$ cat src/rtl/cptp_pkg.sv
// ----------------------------------------------------------------------------
// cptp_pkg
// Shared types and constants for the single-plane polygon clipper.
// ----------------------------------------------------------------------------
package cptp_pkg;

    localparam int unsigned COORD_W    = 32;
    localparam int unsigned NORM_W     = 18;
    localparam int unsigned PD_W       = 32;
    localparam int unsigned EPS_W      = 16;
    localparam int unsigned DIST_W     = 36;
    localparam int unsigned CFG_IDX_W  = 3;
    localparam int unsigned CFG_DATA_W = 32;
    localparam int unsigned STATUS_W   = 2;

    localparam logic signed [NORM_W-1:0] ONE_Q16      = 18'sd65536;
    localparam logic signed [NORM_W-1:0] NORM_Z_RESET = 18'sd65536;
    localparam logic [EPS_W-1:0]         EPS_RESET    = 16'd6554;

    localparam logic [STATUS_W-1:0] ST_CLIPPED   = 2'd0;
    localparam logic [STATUS_W-1:0] ST_UNCHANGED = 2'd1;
    localparam logic [STATUS_W-1:0] ST_EMPTY     = 2'd2;
    localparam logic [STATUS_W-1:0] ST_OVERFLOW  = 2'd3;

    localparam logic [CFG_IDX_W-1:0] CFG_NORMAL_X  = 3'd0;
    localparam logic [CFG_IDX_W-1:0] CFG_NORMAL_Y  = 3'd1;
    localparam logic [CFG_IDX_W-1:0] CFG_NORMAL_Z  = 3'd2;
    localparam logic [CFG_IDX_W-1:0] CFG_PLANE_D   = 3'd3;
    localparam logic [CFG_IDX_W-1:0] CFG_KEEP_ON   = 3'd4;
    localparam logic [CFG_IDX_W-1:0] CFG_ON_EPS    = 3'd5;

    localparam logic [1:0] COORD_X = 2'd0;
    localparam logic [1:0] COORD_Y = 2'd1;
    localparam logic [1:0] COORD_Z = 2'd2;

    typedef enum logic [1:0] {
        SIDE_AHEAD  = 2'd0,
        SIDE_BEHIND = 2'd1,
        SIDE_ON     = 2'd2
    } t_side;

    typedef enum logic [1:0] {
        OSEL_VERTEX = 2'd0,
        OSEL_SPLIT  = 2'd1,
        OSEL_NONE   = 2'd2
    } t_out_sel;

    typedef struct packed {
        logic signed [COORD_W-1:0] vertex_x;
        logic signed [COORD_W-1:0] vertex_y;
        logic signed [COORD_W-1:0] vertex_z;
        logic                      last_vertex;
    } t_in_item;

    typedef struct packed {
        logic signed [COORD_W-1:0] out_x;
        logic signed [COORD_W-1:0] out_y;
        logic signed [COORD_W-1:0] out_z;
        logic                      vertex_valid;
        logic [STATUS_W-1:0]       status;
        logic                      last_out;
    } t_out_item;

    typedef struct packed {
        logic signed [NORM_W-1:0] normal_x;
        logic signed [NORM_W-1:0] normal_y;
        logic signed [NORM_W-1:0] normal_z;
        logic signed [PD_W-1:0]   plane_dist;
        logic                     keep_on_plane;
        logic [EPS_W-1:0]         on_tol;
    } t_cfg;

    typedef struct packed {
        logic                load_in;
        logic                store;
        logic                read;
        logic                split_start;
        logic [1:0]          split_coord;
        logic                out_load;
        t_out_sel            out_sel;
        logic [STATUS_W-1:0] out_status;
        logic                out_last;
    } t_dp_cmd;

    typedef struct packed {
        t_side new_side;
        t_side side_a;
        t_side side_b;
        logic  split_done;
        logic  out_free;
    } t_dp_stat;

endpackage

$ cat src/rtl/cptp_ctrl.sv
// ----------------------------------------------------------------------------
// cptp_ctrl
// Controller: vertex loading, side counts, status decision and the walk
// over the stored polygon.
// ----------------------------------------------------------------------------
module cptp_ctrl #(
    parameter int unsigned MAX_VERTS = 32
) (
    input  logic                         i_clk,
    input  logic                         i_rst_n,
    input  logic                         i_in_valid,
    output logic                         o_in_ready,
    input  logic                         i_last_vertex,
    input  logic                         i_keep_on_plane,
    output cptp_pkg::t_dp_cmd            o_cmd,
    input  cptp_pkg::t_dp_stat           i_stat,
    output logic [$clog2(MAX_VERTS)-1:0] o_wr_addr,
    output logic [$clog2(MAX_VERTS)-1:0] o_rd_addr_a,
    output logic [$clog2(MAX_VERTS)-1:0] o_rd_addr_b
);

    localparam int unsigned IW    = $clog2(MAX_VERTS);
    localparam int unsigned CW    = $clog2(MAX_VERTS + 1);
    localparam int unsigned TW    = CW + 1;
    localparam int          LIMIT = (MAX_VERTS + 4 < 64) ? MAX_VERTS + 4 : 64;

    typedef enum logic [3:0] {
        S_LOAD,
        S_DIST,
        S_DECIDE,
        S_SINGLE,
        S_RD,
        S_EVAL,
        S_EMITV,
        S_SPLIT,
        S_SWAIT,
        S_EMITS,
        S_NEXT,
        S_DONE
    } t_state;

    t_state                        r_state;
    logic [CW-1:0]                 r_cnt;
    logic [CW-1:0]                 r_front;
    logic [CW-1:0]                 r_back;
    logic [CW-1:0]                 r_cross;
    cptp_pkg::t_side               r_first_side;
    cptp_pkg::t_side               r_prev_side;
    logic                          r_ovf;
    logic                          r_last;
    logic                          r_unchanged;
    logic [cptp_pkg::STATUS_W-1:0] r_single_status;
    logic [IW-1:0]                 r_idx;
    logic [TW-1:0]                 r_total;
    logic [TW-1:0]                 r_emitted;
    logic [1:0]                    r_coord;

    logic          accept;
    logic          wrap;
    logic [TW-1:0] total;
    logic          idx_last;
    logic          pair_cross;

    function automatic logic is_crossing(cptp_pkg::t_side a, cptp_pkg::t_side b);
        is_crossing = ((a == cptp_pkg::SIDE_AHEAD) && (b == cptp_pkg::SIDE_BEHIND)) ||
                      ((a == cptp_pkg::SIDE_BEHIND) && (b == cptp_pkg::SIDE_AHEAD));
    endfunction

    always_comb begin
        accept     = i_in_valid && (r_state == S_LOAD);
        wrap       = is_crossing(r_prev_side, r_first_side);
        total      = TW'(r_cnt) - TW'(r_back) + TW'(r_cross) + TW'(wrap);
        idx_last   = (CW'(r_idx) == (r_cnt - 1'b1));
        pair_cross = is_crossing(i_stat.side_a, i_stat.side_b);
    end

    assign o_in_ready  = (r_state == S_LOAD);
    assign o_wr_addr   = r_cnt[IW-1:0];
    assign o_rd_addr_a = r_idx;
    assign o_rd_addr_b = idx_last ? '0 : r_idx + 1'b1;

    always_comb begin
        o_cmd             = '0;
        o_cmd.out_sel     = cptp_pkg::OSEL_NONE;
        o_cmd.split_coord = r_coord;
        unique case (r_state)
            S_LOAD: begin
                o_cmd.load_in = accept;
            end
            S_DIST: begin
                o_cmd.store = (r_cnt < CW'(MAX_VERTS));
            end
            S_SINGLE: begin
                o_cmd.out_load   = i_stat.out_free;
                o_cmd.out_status = r_single_status;
                o_cmd.out_last   = 1'b1;
            end
            S_RD: begin
                o_cmd.read = 1'b1;
            end
            S_EMITV: begin
                o_cmd.out_load   = i_stat.out_free;
                o_cmd.out_sel    = cptp_pkg::OSEL_VERTEX;
                o_cmd.out_status = r_unchanged ? cptp_pkg::ST_UNCHANGED
                                               : cptp_pkg::ST_CLIPPED;
                o_cmd.out_last   = r_unchanged ? idx_last
                                               : (r_emitted + 1'b1 == r_total);
            end
            S_SPLIT: begin
                o_cmd.split_start = 1'b1;
            end
            S_EMITS: begin
                o_cmd.out_load   = i_stat.out_free;
                o_cmd.out_sel    = cptp_pkg::OSEL_SPLIT;
                o_cmd.out_status = cptp_pkg::ST_CLIPPED;
                o_cmd.out_last   = (r_emitted + 1'b1 == r_total);
            end
            default: begin
            end
        endcase
    end

    always_ff @(posedge i_clk) begin
        if (!i_rst_n) begin
            r_state         <= S_LOAD;
            r_cnt           <= '0;
            r_front         <= '0;
            r_back          <= '0;
            r_cross         <= '0;
            r_first_side    <= cptp_pkg::SIDE_ON;
            r_prev_side     <= cptp_pkg::SIDE_ON;
            r_ovf           <= 1'b0;
            r_last          <= 1'b0;
            r_unchanged     <= 1'b0;
            r_single_status <= cptp_pkg::ST_EMPTY;
            r_idx           <= '0;
            r_total         <= '0;
            r_emitted       <= '0;
            r_coord         <= cptp_pkg::COORD_X;
        end else begin
            unique case (r_state)
                S_LOAD: begin
                    if (accept) begin
                        r_last  <= i_last_vertex;
                        r_state <= S_DIST;
                    end
                end
                S_DIST: begin
                    if (r_cnt < CW'(MAX_VERTS)) begin
                        if (i_stat.new_side == cptp_pkg::SIDE_AHEAD) begin
                            r_front <= r_front + 1'b1;
                        end
                        if (i_stat.new_side == cptp_pkg::SIDE_BEHIND) begin
                            r_back <= r_back + 1'b1;
                        end
                        if (r_cnt == '0) begin
                            r_first_side <= i_stat.new_side;
                        end else if (is_crossing(r_prev_side, i_stat.new_side)) begin
                            r_cross <= r_cross + 1'b1;
                        end
                        r_prev_side <= i_stat.new_side;
                        r_cnt       <= r_cnt + 1'b1;
                    end else begin
                        r_ovf <= 1'b1;
                    end
                    r_state <= r_last ? S_DECIDE : S_LOAD;
                end
                S_DECIDE: begin
                    r_idx     <= '0;
                    r_emitted <= '0;
                    r_total   <= total;
                    if (r_ovf) begin
                        r_single_status <= cptp_pkg::ST_OVERFLOW;
                        r_state         <= S_SINGLE;
                    end else if ((i_keep_on_plane && r_front == '0 && r_back == '0) ||
                                 (r_front != '0 && r_back == '0)) begin
                        r_unchanged <= 1'b1;
                        r_state     <= S_RD;
                    end else if (r_front == '0) begin
                        r_single_status <= cptp_pkg::ST_EMPTY;
                        r_state         <= S_SINGLE;
                    end else if (int'(total) > LIMIT) begin
                        r_single_status <= cptp_pkg::ST_OVERFLOW;
                        r_state         <= S_SINGLE;
                    end else begin
                        r_unchanged <= 1'b0;
                        r_state     <= S_RD;
                    end
                end
                S_SINGLE: begin
                    if (i_stat.out_free) begin
                        r_state <= S_DONE;
                    end
                end
                S_RD: begin
                    r_state <= S_EVAL;
                end
                S_EVAL: begin
                    r_coord <= cptp_pkg::COORD_X;
                    if (r_unchanged || i_stat.side_a != cptp_pkg::SIDE_BEHIND) begin
                        r_state <= S_EMITV;
                    end else if (pair_cross) begin
                        r_state <= S_SPLIT;
                    end else begin
                        r_state <= S_NEXT;
                    end
                end
                S_EMITV: begin
                    if (i_stat.out_free) begin
                        r_emitted <= r_emitted + 1'b1;
                        r_state   <= (!r_unchanged && pair_cross) ? S_SPLIT : S_NEXT;
                    end
                end
                S_SPLIT: begin
                    r_state <= S_SWAIT;
                end
                S_SWAIT: begin
                    if (i_stat.split_done) begin
                        if (r_coord == cptp_pkg::COORD_Z) begin
                            r_state <= S_EMITS;
                        end else begin
                            r_coord <= r_coord + 1'b1;
                            r_state <= S_SPLIT;
                        end
                    end
                end
                S_EMITS: begin
                    if (i_stat.out_free) begin
                        r_emitted <= r_emitted + 1'b1;
                        r_state   <= S_NEXT;
                    end
                end
                S_NEXT: begin
                    if (idx_last) begin
                        r_state <= S_DONE;
                    end else begin
                        r_idx   <= r_idx + 1'b1;
                        r_state <= S_RD;
                    end
                end
                S_DONE: begin
                    r_cnt   <= '0;
                    r_front <= '0;
                    r_back  <= '0;
                    r_cross <= '0;
                    r_ovf   <= 1'b0;
                    r_state <= S_LOAD;
                end
                default: begin
                    r_state <= S_LOAD;
                end
            endcase
        end
    end

    assert property (@(posedge i_clk) disable iff (!i_rst_n)
        r_cnt <= CW'(MAX_VERTS))
        else $error("Vertex count ran past the store depth.");

    assert property (@(posedge i_clk) disable iff (!i_rst_n)
        (TW'(r_front) + TW'(r_back)) <= TW'(r_cnt))
        else $error("Side counts exceed the vertex count.");

    assert property (@(posedge i_clk) disable iff (!i_rst_n)
        (o_cmd.out_load && !r_unchanged && o_cmd.out_sel != cptp_pkg::OSEL_NONE)
        |-> (r_emitted < r_total))
        else $error("Clipped polygon emitted more points than counted.");

endmodule

$ cat config.mk
export PLATFORM = sky130hd
export DESIGN_NAME = cptp_ctrl
export DESIGN_NICKNAME = d
export VERILOG_FILES = /design/src/rtl/cptp_pkg.sv /design/src/rtl/cptp_ctrl.sv
export SDC_FILE = /design/constraint.sdc
export NUM_CORES = 1
export LEC_CHECK = 0
export BUFFER_PORTS_ARGS = -buffer_cell sky130_fd_sc_hd__buf_2
export CAP_MARGIN = 20
export CORE_ASPECT_RATIO = 1.5
export CORE_MARGIN = 2
export CORE_UTILIZATION = 58
export CTS_CLUSTER_DIAMETER = 200
export CTS_CLUSTER_SIZE = 25
export DETAILED_ROUTE_END_ITERATION = 10
export PLACE_DENSITY = 0.8
export SYNTH_ARGS = -nofsm -noshare
export SYNTH_HDL_FRONTEND = slang
export SYNTH_SLANG_ARGS = --single-unit
export TNS_END_PERCENT = 10
$ cat constraint.sdc
create_clock -name i_clk -period 4.1 [get_ports i_clk]
set_input_delay 0 -clock i_clk [delete_from_list [all_inputs] [get_ports i_clk]]
set_output_delay 0 -clock i_clk [all_outputs]
set_load 0.02 [all_outputs]
==> results of run 1 <==
worst paths after layout:
kind | cells past startpoint | slack, ns | startpoint | end
worst max-delay path | 10 | 0.94 | r_cnt[2] | r_single_status[0]
worst min-delay path | 4 | 0.07 | i_in_valid | r_last
worst max register to register | 10 | 0.94 | r_cnt[2] | r_single_status[0]
worst min register to register | 2 | 0.47 | r_total[4] | r_total[4]
flip-flops by register name, indices dropped and copies added, names as in the netlist, 2 cells and up:
signal	flops
r_coord	2
o_rd_addr_a	5
r_total	7
r_prev_side	2
r_state	4
r_first_side	2
r_cross	6
r_cnt	6
r_back	6
r_emitted	7
r_front	6
worst min-delay path, cell delays in order:
cell and delay (ns):
buf_2 0.09, and2_1 0.14, mux2i_1 0.08, nor2_1 0.07
metrics by stage:
step / util / hold slack [ns] / power, W / cell area [um2]
floorplan: - / 0.128 / 0.000741 / 3900
global placement: 0.627 / 0.237 / 0.000784 / 4070
detailed placement: 0.627 / 0.252 / 0.000788 / 4070
CTS: 0.658 / 0.0625 / 0.00124 / 4270
global route: 0.658 / 0.0973 / 0.00129 / 4270
finish: 0.658 / 0.0677 / 0.00124 / 4270
Yosys cell counts (all sizes together) (5+ instances only):
cell type	count	area [um2]
o21a	7	52.6
nand2	32	120
and3	6	37.5
nor4	7	58.8
nand4	6	37.5
a211oi	6	45.0
a31oi	12	75.1
o22ai	5	31.3
o21ai	18	93.8
o2111ai	5	43.8
ha	17	213
nor3b	5	37.5
inv	36	135
a21o	7	53.8
nor3	17	96.4
o211ai	5	37.5
a21oi	27	135
buf	12	83.8
dfxtp	57	1140
nand3	12	60.1
nor2	66	255
clkbuf	17	63.8
fa	7	140
nand2b	8	50.1
xnor2	25	219
nor2b	6	37.5
xor2	20	175
mux2i	8	80.1
power groups by stage:
stage / Sequential [W] / Clock [W] / Combinational, W
detailed placement: 0.000596 / 0 / 0.000192
CTS: 0.000584 / 0.000464 / 0.000197
global route: 0.000586 / 0.000485 / 0.000219
global placement: 0.000595 / 0 / 0.000188
finish: 0.000584 / 0.000453 / 0.000198
floorplan: 0.000586 / 0 / 0.000155
kinds of logic after synthesis:
| kind of cell | count (synthesis) |
|---|---|
| AND/OR/NAND/NOR | 182 |
| flip-flops | 57 |
| XOR/XNOR | 45 |
| multiplexers | 10 |
| adder cells (fa/ha/maj) | 24 |
| buffers and inverters | 66 |
| AO/OA/AOI/OAI | 108 |
what timing repair did:
| action | CTS | global route |
|---|---|---|
| endpoints found under the hold margin | 4 | 0 |
| buffers inserted | 0 | 0 |
| hold buffers | 4 | 0 |
cell type report:
type                       count  area [um2]  share of cell area
clock buffer                  14         163              0.0381
inverter                      37         139              0.0325
multi-input combinational    369        2470               0.580
sequential                    57        1140               0.267
tap                           76        95.1              0.0223
timing repair buffer          46         255              0.0598
routing by layer:
layer | GRT usage | share of wire
met5 | 0 | 0
met1 | 0.284 | 0.41
met2 | 0.447 | 0.53
met3 | 0.0649 | 0.038
met4 | 0.0984 | 0.021
==> metrics list, run 1 <==
- Post-synthesis mux area share: 0.0263
- The number of global-route vias before repair came to 3281.
- Initial Util: 0.602
- In this design, the critical path's most frequently occurring cell is inv_1.
- Of the total power, the clock network draws 0.367.
* Layout fillers: 565
- Largest stage delay on the critical path: 0.55 ns
* CTS clock-pin slew for the worst setup and hold paths: 0.06 ns
- For the pin with the worst max-slew slack, the measured transition is 0.855 ns.
* Master cell of the clock root buffer: clkbuf_8
- The number of antenna diodes in the final layout is 0.
- Clock skew on the completed layout was measured at 0.00486 ns.
- Leaving out fill and tap cells, the most frequent cell in the layout is nor2_1.
- Counting both buffers and inverters, the worst setup path holds a total of 2.
- 41 I/O pins were placed.
- HPWL after detailed placement: 6.68 mm
- For this design the total switching power over the nets is 0.000342 W.
- Syn_area_per_cell: 7.93 um2
- Class of the tightest hold or removal check: in2reg
- STA classifies the critical path startpoint as a flip-flop.
* Count of buffers inserted at the top-level ports: 40
- From synthesis to final layout, the design area changed by 9.36%.
* Most frequent cells in the layout: nor2_1, dfxtp_1, buf_2
* Die Area: 7410 um2
- Internal power: 0.000894 W
- Of the total power, combinational logic draws 0.161.
- Adding up every negative setup slack in the final design gives 0 ns.
- Flip-flop and latch count after synthesis: 57
* Time the final worst path needs with I/O delays and setup: 3.16 ns
- Initial drt markers: 150
* Dominant combinational cell family by area after synthesis: simple AND/OR/NAND/NOR gates
- Synthesized cell area: 3900 um2
- Critical path's top delay family: compound AO/OA/AOI/OAI gates
- The first global-routing pass estimated 15.0 mm of wire.
* Final Slew Violations: 0
* Post-DR vias/cell: 5.83
* Crit Path Category: reg2reg
* Parity-gate share of the synthesized area counting xor and xnor cells: 0.101
- The final-report hold violation count came to 0.
- Setup repair after global routing left no endpoint under its margin.
- Category of the worst setup path capture point: flip-flop
- The flow ran to the end, and the final reports show no timing, DRC or antenna violations.
- Number of nets with antenna violations after routing: 0
* Fraction of the mapped netlist area in compound gates: 0.181
- The routed design has 9.04 mm of wire.
* Max Root-Sink Buffers: 2
- Max-slew headroom at the worst pin: 0.426
- Number of synthesized flops with an enable pin: 0
- For this run, the top clock speed supported by timing is 0.317 GHz.
* Max capacitance violation total: 0
- Final instance count without filler cells: 599
* Number of gates resized after cts: 0
- Final GP Congestion: 0.931
* Floorplan row count: 36
* Average detailed-routed wire length per instance: 15.1 um
- For the worst-skew pair, the clock arrives at the later sink with an insertion delay of 0.35 ns.
- Power density normalized to cell area: 290 nW/um2
* Die width: 71.0 um
- TritonCTS clock tree: yes
* Critical path arrival: 3.39 ns
- The floorplan step defined a core boundary enclosing 6490 um2.
- Worst-path cell with the longest stage delay: fa_1
- Of all nets on the critical path, the largest fanout is 8.
- Once routing completed, OpenROAD measured the worst setup slack at 0.943 ns.
- Before antenna repair, the detailed router went through 5 iterations.
- For this run, the post-layout net count is 557.
- IR analysis of the VDD net gives a maximum drop of 0.280 mV.
- Gate count of the mapped netlist: 492
- Share of synthesized cell area in and, or, nand and nor gates: 0.235
* Cell variety after synth: 57
* Predominant post-synthesis flop cell: dfxtp_1
- Critical Path, Cell by Cell: inv_1 -> fa_1 -> inv_1 -> ha_1 -> nor2b_1 -> o31a_1 -> o22ai_1 -> mux2i_1 -> a211oi_1 -> a2111oi_1
- Number of nets in the synthesized netlist: 529
* Global router's overall resource usage: 0.253
- In the synthesized netlist the async set-or-reset flop fraction comes to 0.
* Via count of the routed design: 3492
* Area share of fa/ha/maj cells after synthesis: 0.0904
- Switch share: 0.276
* Largest net degree at the start of global routing: 26
* DRC Markers: 0
- Of the available clock period, the critical path in the final layout requires 0.770.
- Prior to clock tree synthesis, the placed netlist has a worst setup slack of 0.972 ns.
- Die height: 104 um
- Initial antenna violation count: 0
* Worst EP required: 4.33 ns
* Clk sink count: 57
- Leak Pwr: 1.70 nW
- Post-Place Cells: 581
- Number of clock buffers inserted by TritonCTS: 9
* # setup viols final: 0
- Yosys printed 0 warnings.
- For this run the aggregate overflow at the end of global routing stands at 0.
- The share of total power dissipated in sequential elements is 0.473.
* Ratio of cells with drive above 1 in the final layout: 0.130
* H-tree Lvls: 3
* Sequential share of the synthesized area: 0.292
Power figures use the tool's default switching activity.
==> run 2, diff against run 1 <==
--- a/config.mk
+++ b/config.mk
@@ -5,6 +5,7 @@
 export SDC_FILE = /design/constraint.sdc
 export NUM_CORES = 1
 export LEC_CHECK = 0
+export ABC_AREA = 1
 export BUFFER_PORTS_ARGS = -buffer_cell sky130_fd_sc_hd__buf_2
 export CAP_MARGIN = 20
 export CORE_ASPECT_RATIO = 1.5
==> constraint.sdc (replaced) <==
create_clock -name i_clk -period 3 [get_ports i_clk]
set_input_delay 0 -clock i_clk [delete_from_list [all_inputs] [get_ports i_clk]]
set_output_delay 0 -clock i_clk [all_outputs]
set_load 0.02 [all_outputs]
==> run 2 against run 1 <==
Compared with the run above:
- synthesized area shrank 4.9%
- combinational power grew to 2.7 times the previous value
- first-iteration DRC count shrank 12%
==> metrics list, run 2 <==
- Status: complete, no violations
- The worst path needs 2.76 ns of the cycle, external delays included.
* Most frequent cells in the layout: nand2_1, inv_1, nor2_1
- The layout has 553 filler cells.
- Initial antenna violation count: 0
- Transition time at the pin with the least slew margin: 0.550 ns
- For this run, design rule violations remaining after detail routing come to 0.
- The cell sitting at the root of the clock tree is a clkbuf_8.
- Derived from the worst setup path, the maximum achievable clock frequency is 0.363 GHz.
- # setup viols final: 0
* Final Slew Violations: 0
- The congestion estimate from routability-driven global placement came to 0.932.
- Flip-flop and latch count after synthesis: 57
- Counting flops with a built-in enable in the synthesized netlist gives 0.
- Die Area: 7070 um2
- Average detailed-routed wire length per instance: 13.1 um
* Gate count of the mapped netlist: 538
- Initial drt markers: 132
- Post-CTS timing repair inserted 0 buffers for setup.
- Die height: 102 um
- Dividing the final minimum period by the clock period gives 0.919.
- Synth warnings: 0
- Max Root-Sink Buffers: 2
- For the worst setup path, the data required time is 3.23 ns.
- Via count of the routed design: 3489
* TritonCTS clock tree: yes
* Async set-reset flop share out of synthesis: 0
- Largest net degree at the start of global routing: 20
- After clock tree synthesis, the clock-pin slew on the worst setup and hold paths is 0.07 ns.
- The share of synthesized area in the top cell type comes to 0.308.
- In this run, CTS created clock tree buffers numbering 9.
- The final-report hold violation count is 0.
* H-tree Lvls: 3
* Worst Setup Start Kind: flip-flop
* Post-DR vias/cell: 5.25
* Maximum fanout encountered on the critical timing path: 6
- For this run the aggregate overflow at the end of global routing stands at 0.
- After legalization and detailed placement, the total HPWL measured 6.78 mm.
- Row generation in the floorplan step produced 35 rows.
* Number of nets in the finished design: 623
- Global router's overall resource usage: 0.258
- Registers with the most flip-flops: r_emitted: 7 flops, r_total: 7 flops
- Data on the critical path arrives at its endpoint at 2.99 ns.
* Number of detailed-routing iterations run before antenna repair: 4
- Max capacitance violation total: 0
- Leading cell type in the layout, fill and taps excluded: nand2_1
- Clock latency on the worst-skew pair, taken at its later pin, is 0.34 ns.
* Clock Skew: 0.00938 ns
* Core area: 6170 um2
- Number of nets in the synthesized netlist: 575
- Leak Pwr: 1.97 nW
- Area overhead of the layout relative to synthesis: 14.4%
- The clock net in this run drives a total of 57 sinks.
- Number of diodes added for antenna fixing: 0
- Number of nets with antenna violations after routing: 0
- In this run the count of I/O pins placed on the die edge is 41.
* Predominant post-synthesis flop cell: dfxtp_1
- The netlist uses 39 different library cells.
- The synthesized netlist occupies a cell area of 3710 um2.
- Setup repair after global routing left no endpoint under its margin.
- Measured on the finished design, the core utilization comes to 0.688.
- IR analysis of the VDD net gives a maximum drop of 0.382 mV.
- Main area contributors after synthesis: dfxtp_1, nand2_1, inv_1
- Detailed-route wire length: 8.69 mm
* Setup total negative slack: 0 ns
- STA classifies the critical path endpoint as a flip-flop.
- A synthesized cell averages 6.90 um2.
- Die width: 69.3 um
- Power density normalized to cell area: 518 nW/um2
- Ratio of cells with drive above 1 in the final layout: 0.161
- Class of the tightest hold or removal check: in2reg
* Initial Util: 0.601
* Final instance count without filler cells: 665
- First-pass GRT wire length: 14.5 mm
* Cell accounting for the most synthesized area: dfxtp_1
- In this run, placement finished with an instance count of 644.
- Max-slew headroom at the worst pin: 0.633
- Crit Path Category: reg2reg
- Vias in the first global route: 3365
* Count of buffers inserted at the top-level ports: 40
- Top-count cell post-synth: nand2_1
- Of the synthesized area, sequential elements account for 0.308.
- The commonest cells after synthesis are nand2_1, inv_1, nor2_1, dfxtp_1, a21oi_1.
## run 2: cell types whose count changed after synthesis, moves of 8 or more
| cell | change |
|---|---|
| a21oi_1 | +17 |
| a31oi_1 | -12 |
| clkbuf_1 | -15 |
| inv_1 | +48 |
| inv_2 | +10 |
| mux2i_1 | -8 |
| nand2_1 | +74 |
| nand2b_1 | -8 |
| nand3_1 | +13 |
| o21ai_0 | +8 |
| xnor2_1 | -17 |
## run 2: cells by family (layout without fill, tap and decap cells)
family	after synthesis	count (layout)	synth area share
compound gates	90	90	0.136
buf+inv	104	157	0.112
fa+ha+maj	24	24	0.0951
xor+xnor	21	21	0.0496
flops	57	57	0.308
simple gates	242	242	0.301
## run 2: worst paths after layout
| path | slack, ns | end | cells past startpoint | start |
|---|---|---|---|---|
| worst max-delay path | 0.24 | r_single_status[0] | 16 | r_cnt[1] |
| worst min-delay path | 0.01 | r_coord[1] | 4 | i_stat[1] |
| worst min register to register | 0.48 | r_prev_side[0] | 2 | r_prev_side[0] |
| worst max register to register | 0.24 | r_single_status[0] | 16 | r_cnt[1] |
## run 2: cell type report
cell class,instances,area (um2),area share
clock buffers,12,155,0.0365
clock inverters,4,75.1,0.0177
inverters,95,359,0.0846
multi-input cells,377,2160,0.509
flip-flops and latches,57,1140,0.269
well taps,74,92.6,0.0218
repair buffers,46,258,0.0607
## run 2: critical path, stage by stage (launching register included)
cell and delay (ns):
dfxtp_1 0.37, inv_1 0.15, fa_1 0.57, fa_1 0.48, inv_1 0.09, nand3_1 0.10
nand3b_1 0.11, nand2_1 0.07, nand3_1 0.07, nand2_1 0.05, nand3_1 0.06, nand2_1 0.07
nand2_1 0.07, nand2_1 0.09, nand2_1 0.09, o21ai_0 0.08, and2_1 0.15
## run 2: power breakdown
group	internal, W	switching (W)	total (W)
combinational	0.000202	0.000335	0.000537
clock	0.000513	0.000321	0.000834
sequential	0.000792	0.0000379	0.000830
## run 2: layer usage
metal | wire length (um) | track usage
met1 | 3600 | 0.274
met2 | 4370 | 0.464
met3 | 306 | 0.0582
met4 | 418 | 0.160
met5 | 0 | 0
## run 2: metrics by stage
step                      power (W)  instance area, um2  hold WS [ns]  setup WS [ns]
after floorplan             0.00126                3710         0.127          0.468
after global placement      0.00137                3960         0.257          0.276
after detailed placement    0.00137                3960         0.253          0.218
after CTS                   0.00221                4240       0.00567          0.152
after global routing        0.00231                4250        0.0393        0.00873
final                       0.00220                4250        0.0143          0.242
## run 2: timing repair
| item | CTS | global route |
|---|---|---|
| gates resized for setup | 0 | 4 |
| setup endpoints to repair | 0 | 4 |
| endpoints found under the hold margin | 5 | 0 |
| hold buffers | 5 | 0 |
